`src/design/gbfp_pkg.sv`:
```
// Package for the GNSS binary frame parser.
// Holds the shared types, result codes, register indexes and CRC helpers.
// No dependencies.
`timescale 1ns / 1ps
`default_nettype none

package gbfp_pkg;

  localparam logic [7:0]  SyncByte0 = 8'hAA;
  localparam logic [7:0]  SyncByte1 = 8'h44;
  localparam logic [7:0]  SyncByte2 = 8'h12;
  localparam logic [31:0] CrcPoly   = 32'hEDB88320;

  localparam logic [2:0] KindPayload = 3'd0;
  localparam logic [2:0] KindGood    = 3'd1;
  localparam logic [2:0] KindCrcErr  = 3'd2;
  localparam logic [2:0] KindBadHdr  = 3'd3;
  localparam logic [2:0] KindZeroLen = 3'd4;

  localparam int CfgIndexW = 2;
  localparam logic [CfgIndexW-1:0] CfgHeaderLength = 2'd0;
  localparam logic [CfgIndexW-1:0] CfgCrcEnable    = 2'd1;

  localparam logic [7:0] HeaderLengthReset = 8'd28;

  typedef struct packed {
    logic [7:0] header_length;
    logic       crc_check_enable;
  } cfg_t;

  typedef struct packed {
    logic [15:0] msg_id;
    logic [7:0]  log_type;
    logic [15:0] msg_len;
    logic [15:0] seq_num;
    logic [7:0]  time_status;
    logic [15:0] week;
    logic [31:0] time_ms;
    logic [31:0] rx_status;
  } hdr_t;

  typedef struct packed {
    logic [2:0]  kind;
    logic [7:0]  byte_value;
    logic [15:0] byte_index;
    hdr_t        hdr;
    logic [31:0] computed_crc;
  } result_t;

  function automatic logic [31:0] crc_byte(logic [31:0] crc, logic [7:0] b);
    logic [31:0] c;
    c = crc ^ {24'd0, b};
    for (int k = 0; k < 8; k++) begin
      c = c[0] ? ((c >> 1) ^ CrcPoly) : (c >> 1);
    end
    return c;
  endfunction

  function automatic logic [7:0] sync_byte(logic [1:0] idx);
    case (idx)
      2'd0:    sync_byte = SyncByte0;
      2'd1:    sync_byte = SyncByte1;
      default: sync_byte = SyncByte2;
    endcase
  endfunction

  // Header bytes are little endian; each lane is written once per frame.
  function automatic hdr_t capture(hdr_t h, logic [15:0] pos, logic [7:0] b);
    capture = h;
    case (pos)
      16'd4:   capture.msg_id[7:0]       = h.msg_id[7:0] | b;
      16'd5:   capture.msg_id[15:8]      = h.msg_id[15:8] | b;
      16'd6:   capture.log_type          = b;
      16'd8:   capture.msg_len[7:0]      = h.msg_len[7:0] | b;
      16'd9:   capture.msg_len[15:8]     = h.msg_len[15:8] | b;
      16'd10:  capture.seq_num[7:0]      = h.seq_num[7:0] | b;
      16'd11:  capture.seq_num[15:8]     = h.seq_num[15:8] | b;
      16'd13:  capture.time_status       = b;
      16'd14:  capture.week[7:0]         = h.week[7:0] | b;
      16'd15:  capture.week[15:8]        = h.week[15:8] | b;
      16'd16:  capture.time_ms[7:0]      = h.time_ms[7:0] | b;
      16'd17:  capture.time_ms[15:8]     = h.time_ms[15:8] | b;
      16'd18:  capture.time_ms[23:16]    = h.time_ms[23:16] | b;
      16'd19:  capture.time_ms[31:24]    = h.time_ms[31:24] | b;
      16'd20:  capture.rx_status[7:0]    = h.rx_status[7:0] | b;
      16'd21:  capture.rx_status[15:8]   = h.rx_status[15:8] | b;
      16'd22:  capture.rx_status[23:16]  = h.rx_status[23:16] | b;
      16'd23:  capture.rx_status[31:24]  = h.rx_status[31:24] | b;
      default: capture = h;
    endcase
  endfunction

endpackage

`default_nettype wire

```
`src/design/gbfp_core.sv`:
```
// Frame state machine, header capture and running CRC for the frame parser.
// Processes one byte per step and flags the result it produces.
// Depends on gbfp_pkg.
`timescale 1ns / 1ps
`default_nettype none

module gbfp_core
  import gbfp_pkg::*;
(
  input  wire logic    clk_i,
  input  wire logic    rst_ni,
  input  wire logic    step_i,
  input  wire logic [7:0] byte_i,
  input  wire cfg_t    cfg_i,
  output logic         res_valid_o,
  output result_t      res_o
);

  localparam logic [1:0] PhSync = 2'd0;
  localparam logic [1:0] PhHdr  = 2'd1;
  localparam logic [1:0] PhPay  = 2'd2;
  localparam logic [1:0] PhCrc  = 2'd3;

  logic [1:0]  phase_q, phase_d;
  logic [15:0] pos_q, pos_d;
  logic [31:0] crc_q, crc_d;
  logic [31:0] rcrc_q, rcrc_d;
  hdr_t        hdr_q, hdr_d;

  logic [31:0] crc_upd, crc_first;
  logic [16:0] pos_inc;
  logic [1:0]  sync_pos, crc_pos;
  logic        ends;
  logic        emit;
  logic [2:0]  kind;
  logic [7:0]  val;
  logic [15:0] idx;
  logic [31:0] crc_out;

  assign crc_upd   = crc_byte(crc_q, byte_i);
  assign crc_first = crc_byte(32'd0, byte_i);
  assign pos_inc   = {1'b0, pos_q} + 17'd1;
  assign sync_pos  = (pos_q > 16'd2) ? 2'd0 : pos_q[1:0];
  assign crc_pos   = (pos_q > 16'd3) ? 2'd3 : pos_q[1:0];
  assign ends      = (pos_inc >= {9'd0, cfg_i.header_length});

  always_comb begin
    phase_d = phase_q;
    pos_d   = pos_q;
    crc_d   = crc_q;
    rcrc_d  = rcrc_q;
    hdr_d   = hdr_q;
    emit    = 1'b0;
    kind    = KindPayload;
    val     = 8'd0;
    idx     = 16'd0;
    crc_out = 32'd0;
    case (phase_q)
      PhSync: begin
        if (byte_i != sync_byte(sync_pos)) begin
          pos_d = 16'd0;
        end else begin
          crc_d = (sync_pos == 2'd0) ? crc_first : crc_upd;
          pos_d = {14'd0, sync_pos} + 16'd1;
          if (sync_pos == 2'd2) begin
            hdr_d   = '0;
            rcrc_d  = 32'd0;
            phase_d = PhHdr;
          end
        end
      end
      PhHdr: begin
        if ((pos_q == 16'd3) && (byte_i != cfg_i.header_length)) begin
          phase_d = PhSync;
          pos_d   = 16'd0;
          emit    = 1'b1;
          kind    = KindBadHdr;
        end else begin
          if (pos_q != 16'd3) begin
            hdr_d = capture(hdr_q, pos_q, byte_i);
          end
          crc_d = crc_upd;
          if (((pos_q == 16'd9) || ends) && (hdr_d.msg_len == 16'd0)) begin
            phase_d = PhSync;
            pos_d   = 16'd0;
            emit    = 1'b1;
            kind    = KindZeroLen;
          end else if (ends) begin
            phase_d = PhPay;
            pos_d   = 16'd0;
          end else begin
            pos_d = pos_inc[15:0];
          end
        end
      end
      PhPay: begin
        crc_d = crc_upd;
        pos_d = pos_inc[15:0];
        if (pos_inc[15:0] >= hdr_q.msg_len) begin
          phase_d = PhCrc;
          pos_d   = 16'd0;
          rcrc_d  = 32'd0;
        end
        emit = 1'b1;
        kind = KindPayload;
        val  = byte_i;
        idx  = pos_q;
      end
      default: begin
        rcrc_d[{crc_pos, 3'b000} +: 8] = rcrc_q[{crc_pos, 3'b000} +: 8] | byte_i;
        if (crc_pos == 2'd3) begin
          phase_d = PhSync;
          pos_d   = 16'd0;
          emit    = 1'b1;
          kind    = (cfg_i.crc_check_enable && (rcrc_d != crc_q)) ? KindCrcErr : KindGood;
          crc_out = crc_q;
        end else begin
          pos_d = {14'd0, crc_pos} + 16'd1;
        end
      end
    endcase
  end

  assign res_valid_o        = step_i && emit;
  assign res_o.kind         = kind;
  assign res_o.byte_value   = val;
  assign res_o.byte_index   = idx;
  assign res_o.hdr          = hdr_d;
  assign res_o.computed_crc = crc_out;

  always_ff @(posedge clk_i or negedge rst_ni) begin
    if (!rst_ni) begin
      phase_q <= PhSync;
      pos_q   <= 16'd0;
      crc_q   <= 32'd0;
      rcrc_q  <= 32'd0;
      hdr_q   <= '0;
    end else if (step_i) begin
      phase_q <= phase_d;
      pos_q   <= pos_d;
      crc_q   <= crc_d;
      rcrc_q  <= rcrc_d;
      hdr_q   <= hdr_d;
    end
  end

endmodule

`default_nettype wire

```
`src/design/gbfp_out_reg.sv`:
```
// Result register for the frame parser output channel.
// Holds one result transaction until the receiver takes it.
// Depends on gbfp_pkg.
`timescale 1ns / 1ps
`default_nettype none

module gbfp_out_reg
  import gbfp_pkg::*;
(
  input  wire logic    clk_i,
  input  wire logic    rst_ni,
  input  wire logic    load_i,
  input  wire result_t res_i,
  input  wire logic    out_stall_i,
  output logic         blocked_o,
  output logic         valid_o,
  output result_t      res_o
);

  logic    valid_q;
  result_t res_q;

  always_ff @(posedge clk_i or negedge rst_ni) begin
    if (!rst_ni) begin
      valid_q <= 1'b0;
    end else if (load_i) begin
      valid_q <= 1'b1;
    end else if (!out_stall_i) begin
      valid_q <= 1'b0;
    end
  end

  always_ff @(posedge clk_i) begin
    if (load_i) begin
      res_q <= res_i;
    end
  end

  assign blocked_o = valid_q && out_stall_i;
  assign valid_o   = valid_q;
  assign res_o     = res_q;

endmodule

`default_nettype wire

```
`src/design/gnss_binary_frame_parser_top.sv`:
```
// Top level of the GNSS binary frame parser: input register, configuration
// registers, frame core and result register; depends on gbfp_pkg, gbfp_core, gbfp_out_reg.
// Each byte is registered at the input and its result is registered at the output.
// Throughput: one byte per cycle when not stalled, set by the byte-wide CRC update.
// Reset: asynchronous, clears both channels, returns to sync hunting and
// loads header_length 28 and crc_check_enable 1.
`timescale 1ns / 1ps
`default_nettype none

module gnss_binary_frame_parser_top
  import gbfp_pkg::*;
(
  input  wire logic                 clk_i,
  input  wire logic                 rst_ni,
  input  wire logic                 in_valid_i,
  output logic                      in_stall_o,
  input  wire logic [7:0]           rx_byte_i,
  input  wire logic                 cfg_we_i,
  input  wire logic [CfgIndexW-1:0] cfg_index_i,
  input  wire logic [7:0]           cfg_data_i,
  output logic                      out_valid_o,
  input  wire logic                 out_stall_i,
  output logic [2:0]                kind_o,
  output logic [7:0]                byte_value_o,
  output logic [15:0]               byte_index_o,
  output logic [15:0]               msg_id_o,
  output logic [7:0]                log_type_o,
  output logic [15:0]               msg_len_o,
  output logic [15:0]               seq_num_o,
  output logic [7:0]                time_status_o,
  output logic [15:0]               week_o,
  output logic [31:0]               time_ms_o,
  output logic [31:0]               rx_status_o,
  output logic [31:0]               computed_crc_o
);

  logic       in_valid_q;
  logic [7:0] in_byte_q;
  cfg_t       cfg_q;
  logic       blocked;
  logic       advance;
  logic       res_valid;
  result_t    res;
  result_t    out_res;

  assign advance    = in_valid_q && !blocked;
  assign in_stall_o = in_valid_q && blocked;

  always_ff @(posedge clk_i or negedge rst_ni) begin
    if (!rst_ni) begin
      in_valid_q <= 1'b0;
    end else if (in_valid_i && !in_stall_o) begin
      in_valid_q <= 1'b1;
    end else if (advance) begin
      in_valid_q <= 1'b0;
    end
  end

  always_ff @(posedge clk_i) begin
    if (in_valid_i && !in_stall_o) begin
      in_byte_q <= rx_byte_i;
    end
  end

  always_ff @(posedge clk_i or negedge rst_ni) begin
    if (!rst_ni) begin
      cfg_q.header_length    <= HeaderLengthReset;
      cfg_q.crc_check_enable <= 1'b1;
    end else if (cfg_we_i) begin
      case (cfg_index_i)
        CfgHeaderLength: cfg_q.header_length    <= cfg_data_i;
        CfgCrcEnable:    cfg_q.crc_check_enable <= cfg_data_i[0];
        default: begin
        end
      endcase
    end
  end

  gbfp_core u_core (
    .clk_i       (clk_i),
    .rst_ni      (rst_ni),
    .step_i      (advance),
    .byte_i      (in_byte_q),
    .cfg_i       (cfg_q),
    .res_valid_o (res_valid),
    .res_o       (res)
  );

  gbfp_out_reg u_out_reg (
    .clk_i       (clk_i),
    .rst_ni      (rst_ni),
    .load_i      (res_valid),
    .res_i       (res),
    .out_stall_i (out_stall_i),
    .blocked_o   (blocked),
    .valid_o     (out_valid_o),
    .res_o       (out_res)
  );

  assign kind_o         = out_res.kind;
  assign byte_value_o   = out_res.byte_value;
  assign byte_index_o   = out_res.byte_index;
  assign msg_id_o       = out_res.hdr.msg_id;
  assign log_type_o     = out_res.hdr.log_type;
  assign msg_len_o      = out_res.hdr.msg_len;
  assign seq_num_o      = out_res.hdr.seq_num;
  assign time_status_o  = out_res.hdr.time_status;
  assign week_o         = out_res.hdr.week;
  assign time_ms_o      = out_res.hdr.time_ms;
  assign rx_status_o    = out_res.hdr.rx_status;
  assign computed_crc_o = out_res.computed_crc;

endmodule

`default_nettype wire

```
`config.mk`:
```
export PLATFORM = sky130hd
export DESIGN_NAME = gnss_binary_frame_parser_top
export DESIGN_NICKNAME = d
export VERILOG_FILES = /design/src/design/gbfp_pkg.sv /design/src/design/gbfp_core.sv /design/src/design/gbfp_out_reg.sv /design/src/design/gnss_binary_frame_parser_top.sv
export SDC_FILE = /design/constraint.sdc
export NUM_CORES = 1
export LEC_CHECK = 0
export BUFFER_PORTS_ARGS = -buffer_cell sky130_fd_sc_hd__buf_4
export CAP_MARGIN = 40
export CORE_UTILIZATION = 35
export DETAILED_ROUTE_END_ITERATION = 6
export MAX_ROUTING_LAYER = met4
export PLACE_DENSITY = 0.58
export SLEW_MARGIN = 20
export SYNTH_ARGS = -nofsm -noshare
export SYNTH_HDL_FRONTEND = slang
export SYNTH_SLANG_ARGS = --single-unit
```
`constraint.sdc`:
```
create_clock -name clk_i -period 46.4 [get_ports clk_i]
set_clock_uncertainty 0.05 [all_clocks]
set_input_delay 2.32 -clock clk_i [delete_from_list [all_inputs] [get_ports clk_i]]
set_output_delay 2.32 -clock clk_i [all_outputs]
set_load 0.05 [all_outputs]
```
==> results by group <==
Run status
  • Run status: finished, final reports clean

Global route
  • First-pass GRT wire length: 121800 um
  • Remaining Overflow, GRT: 0
  • Vias in the first global route: 18200
  • Pin count of the biggest net entering global routing: 181
  • Total GRT Usage: 25.37%
  • Initial antenna violation count: 2

Logic synthesis
  • Syn Nets: 2269
  • Most used DFF post-synth: dfrtp_1
  • EDFF count, synth: 211
  • Sequential cell area fraction in the yosys report: 54.11%
  • Synth Instances: 2203
  • Flip-flop and latch count after synthesis: 448
  • Yosys warns: 0
  • Mapped Area: 22680 um2
  • Synth cell types: 86
  • Synthesized area per cell: 10.29 um2
  • Fraction of registers with async set or reset after synthesis: 52.90%

Worst setup path
  • CP most frequent cell: ha_1
  • Worst Path Class, Setup: reg -> reg
  • Required time worst endpoint: 46570 ps
  • Critical path endpoint category: flop
  • Startpoint Class: flop
  • Critical path, cell by cell: buf_4, ha_1, nand3_1, xnor2_1, ha_1, nand4_1, nor2_1, nor4_1, nand4b_1, o311a_1, o21a_1, nor3_1, nor3_2, buf_12
  • Crit-path max FO: 149
  • CP peak stage delay: 650 ps
  • Critical path's slowest cell: ha_1
  • WP data arrival: 5600 ps

Clock network
  • CTS Root Cell: clkbuf_16
  • CTS Sinks: 448
  • Clock Latency Late Sink: 610 ps
  • CTS tree: done
  • Clock tree buffer depth: 3
  • Post-cts resize count: 0
  • CTS HTree Levels: 2
  • Clock-pin slew on the worst setup and hold paths: 60 ps
  • Post-CTS Hold Fix Bufs: 0
  • Post-CTS setup buffers: 0
  • CTS buffer count: 49

STA
  • RSZ-0062 raised after global routing: no
  • Max frequency: 184.0 MHz
  • Hold Fails Final Rpt: 0
  • Slew headroom: 39.12%
  • Count of final max-slew check failures: 0
  • Setup violators final: 0
  • Slew of the pin with the lowest slew margin: 913.1 ps
  • Final period util: 11.71%
  • Final min period: 5434 ps
  • Setup TNS: 0 ps

Place
  • GP Congestion: 0.9878
  • Detailed placer's ending HPWL: 57850 um
  • DP Area: 25360 um2
  • PortBufs: 227

Power and ir drop
  • Power share of the clock group: 35.4%
  • Worst ir drop on vdd: 0.00002266 V
  • Pwr Total: 1.120 mW
  • P_leak: 11.58 nW
  • Flop pwr share: 41.7%
  • Sw frac: 32.39%
  • Internal power: 0.7574 mW
  • Combinational power share: 22.9%
  • Switching power total: 0.3629 mW
  • Cell Pwr Density: 41.26 nW/um2

Finish
  • # nets final: 2447
  • Layout fillers: 6134
  • Most frequent cells in the layout: buf_4, nand2_1, dfrtp_1, edfxtp_1, nor2_1
  • Area Overhead vs Synth: 19.72%
  • Most common cell after layout, fill and taps aside: buf_4
  • Final Cell Area: 27150 um2
  • ANT cells: 0
  • Util after Layout: 42.73%
  • Reg area: 12270 um2
  • Area of the multi-input gates: 9532 um2
  • Share of layout cells above drive strength 1: 17.88%

Floorplanning
  • DIE HEIGHT: 256.5 um
  • DIE AREA: 65820 um2
  • Chip Width: 256.5 um
  • Standard-cell rows: 92
  • Core Area: 63540 um2
  • Initial Util: 35.69%
  • I/O pin total: 228

Detailed routing
  • Via-to-Cell Ratio: 5.645
  • DR vias: 18450
  • WL per Instance: 25.25 um
  • Post-DRT Antenna Nets: 0
  • TritonRoute pass-1 iters: 7
  • Post-route DRC: 0
  • First DRT Iteration DRCs: 1838
  • Routed WL: 82520 um

Run
  • Total of max-cap violations: 0

Hold path
  • Hold Crit Class: reg -> reg
-- logic make-up (layout without fill, tap and decap cells) --
| kind of cell | count (synthesis) | after routing | share of synthesized area (%) |
|---|---|---|---|
| compound gates | 592 | 592 | 17.48 |
| xor+xnor | 152 | 152 | 5.870 |
| fa+ha+maj | 43 | 43 | 2.372 |
| buf+inv | 251 | 470 | 4.309 |
| flops | 448 | 448 | 54.11 |
| mux | 27 | 27 | 1.286 |
| simple gates | 690 | 690 | 14.57 |
-- power groups by stage --
stage | logic, mW | registers (mW) | clock network [mW]
5_1_grt | 0.276 | 0.466 | 0.422
6_report | 0.257 | 0.467 | 0.397
3_5_place_dp | 0.250 | 0.473 | 0
2_1_floorplan | 0.192 | 0.443 | 0
3_3_place_gp | 0.252 | 0.473 | 0
4_1_cts | 0.252 | 0.465 | 0.406
-- cells in the mapped netlist, drive strengths merged, types with 25 or more instances --
library cell	number	area share, %
a21oi	173	3.9
inv	87	1.4
o2bb2ai	32	1.2
buf	28	0.61
o31ai	121	4.0
edfxtp	211	28
o21ai	97	2.1
nand2	244	4.0
nor2b	25	0.69
ha	43	2.4
nor3	29	0.73
xnor2	120	4.6
dfrtp	233	26
xor2	32	1.2
nor2	184	3.0
clkbuf	135	2.2
and2	73	2.0
nand3	26	0.57
-- cell type report --
type | count | share of cell area [%]
clock buffer | 59 | 4.691
clock inverter | 33 | 1.346
inverter | 88 | 1.217
multi-input combinational | 1504 | 35.11
sequential | 448 | 45.20
tap | 846 | 3.899
timing repair buffer | 290 | 8.544
-- worst max-delay path: cells and delay by family (launching register included) --
| kind | cells | cell delay, ps |
|---|---|---|
| AO/OA/AOI/OAI | 2 | 570 |
| buffers and inverters | 2 | 640 |
| adder cells (fa/ha/maj) | 2 | 960 |
| XOR/XNOR | 1 | 420 |
| AND/OR/NAND/NOR | 7 | 1760 |
| flip-flops | 1 | 510 |
-- metal layers --
metal	global-route usage [%]	part of all wire (%)
met5	-	0
met4	8.416	3.2
met3	3.499	6.1
met2	39.38	47
met1	34.09	44
-- state kept, by name, summed over array words and instances, names as in the netlist, 2 cells and up --
name and count:
cfg_q 9, in_byte_q 8, u_core.crc_q 32, u_core.hdr_q 144, u_core.phase_q 2, u_core.pos_q 16, u_core.rcrc_q 32, u_out_reg.res_o 203
-- through the flow --
stage,worst slack [ps],instances,hold WS [ps]
floorplan,28480,2203,396.6
global placement,40770,3161,407.9
detailed placement,40600,3169,416.5
CTS,40590,3261,429.7
global route,40770,3268,446.6
finish,40970,3268,424.8
-- worst paths after layout --
| path | start | to | slack [ps] | cells past startpoint |
|---|---|---|---|---|
| setup reg to reg | u_core.pos_q[0] | u_out_reg.res_o[178] | 40970 | 14 |
| max in group asynchronous | rst_ni | u_core.hdr_q[86] | 42950 | 6 |
| hold / removal | u_core.hdr_q[25] | u_core.hdr_q[25] | 420 | 2 |
| min in group asynchronous | rst_ni | u_core.crc_q[17] | 1560 | 1 |
| setup / recovery | u_core.pos_q[0] | u_out_reg.res_o[178] | 40970 | 14 |
| hold reg to reg | u_core.hdr_q[25] | u_core.hdr_q[25] | 420 | 2 |
No activity file was read; power rests on OpenSTA's default activity.
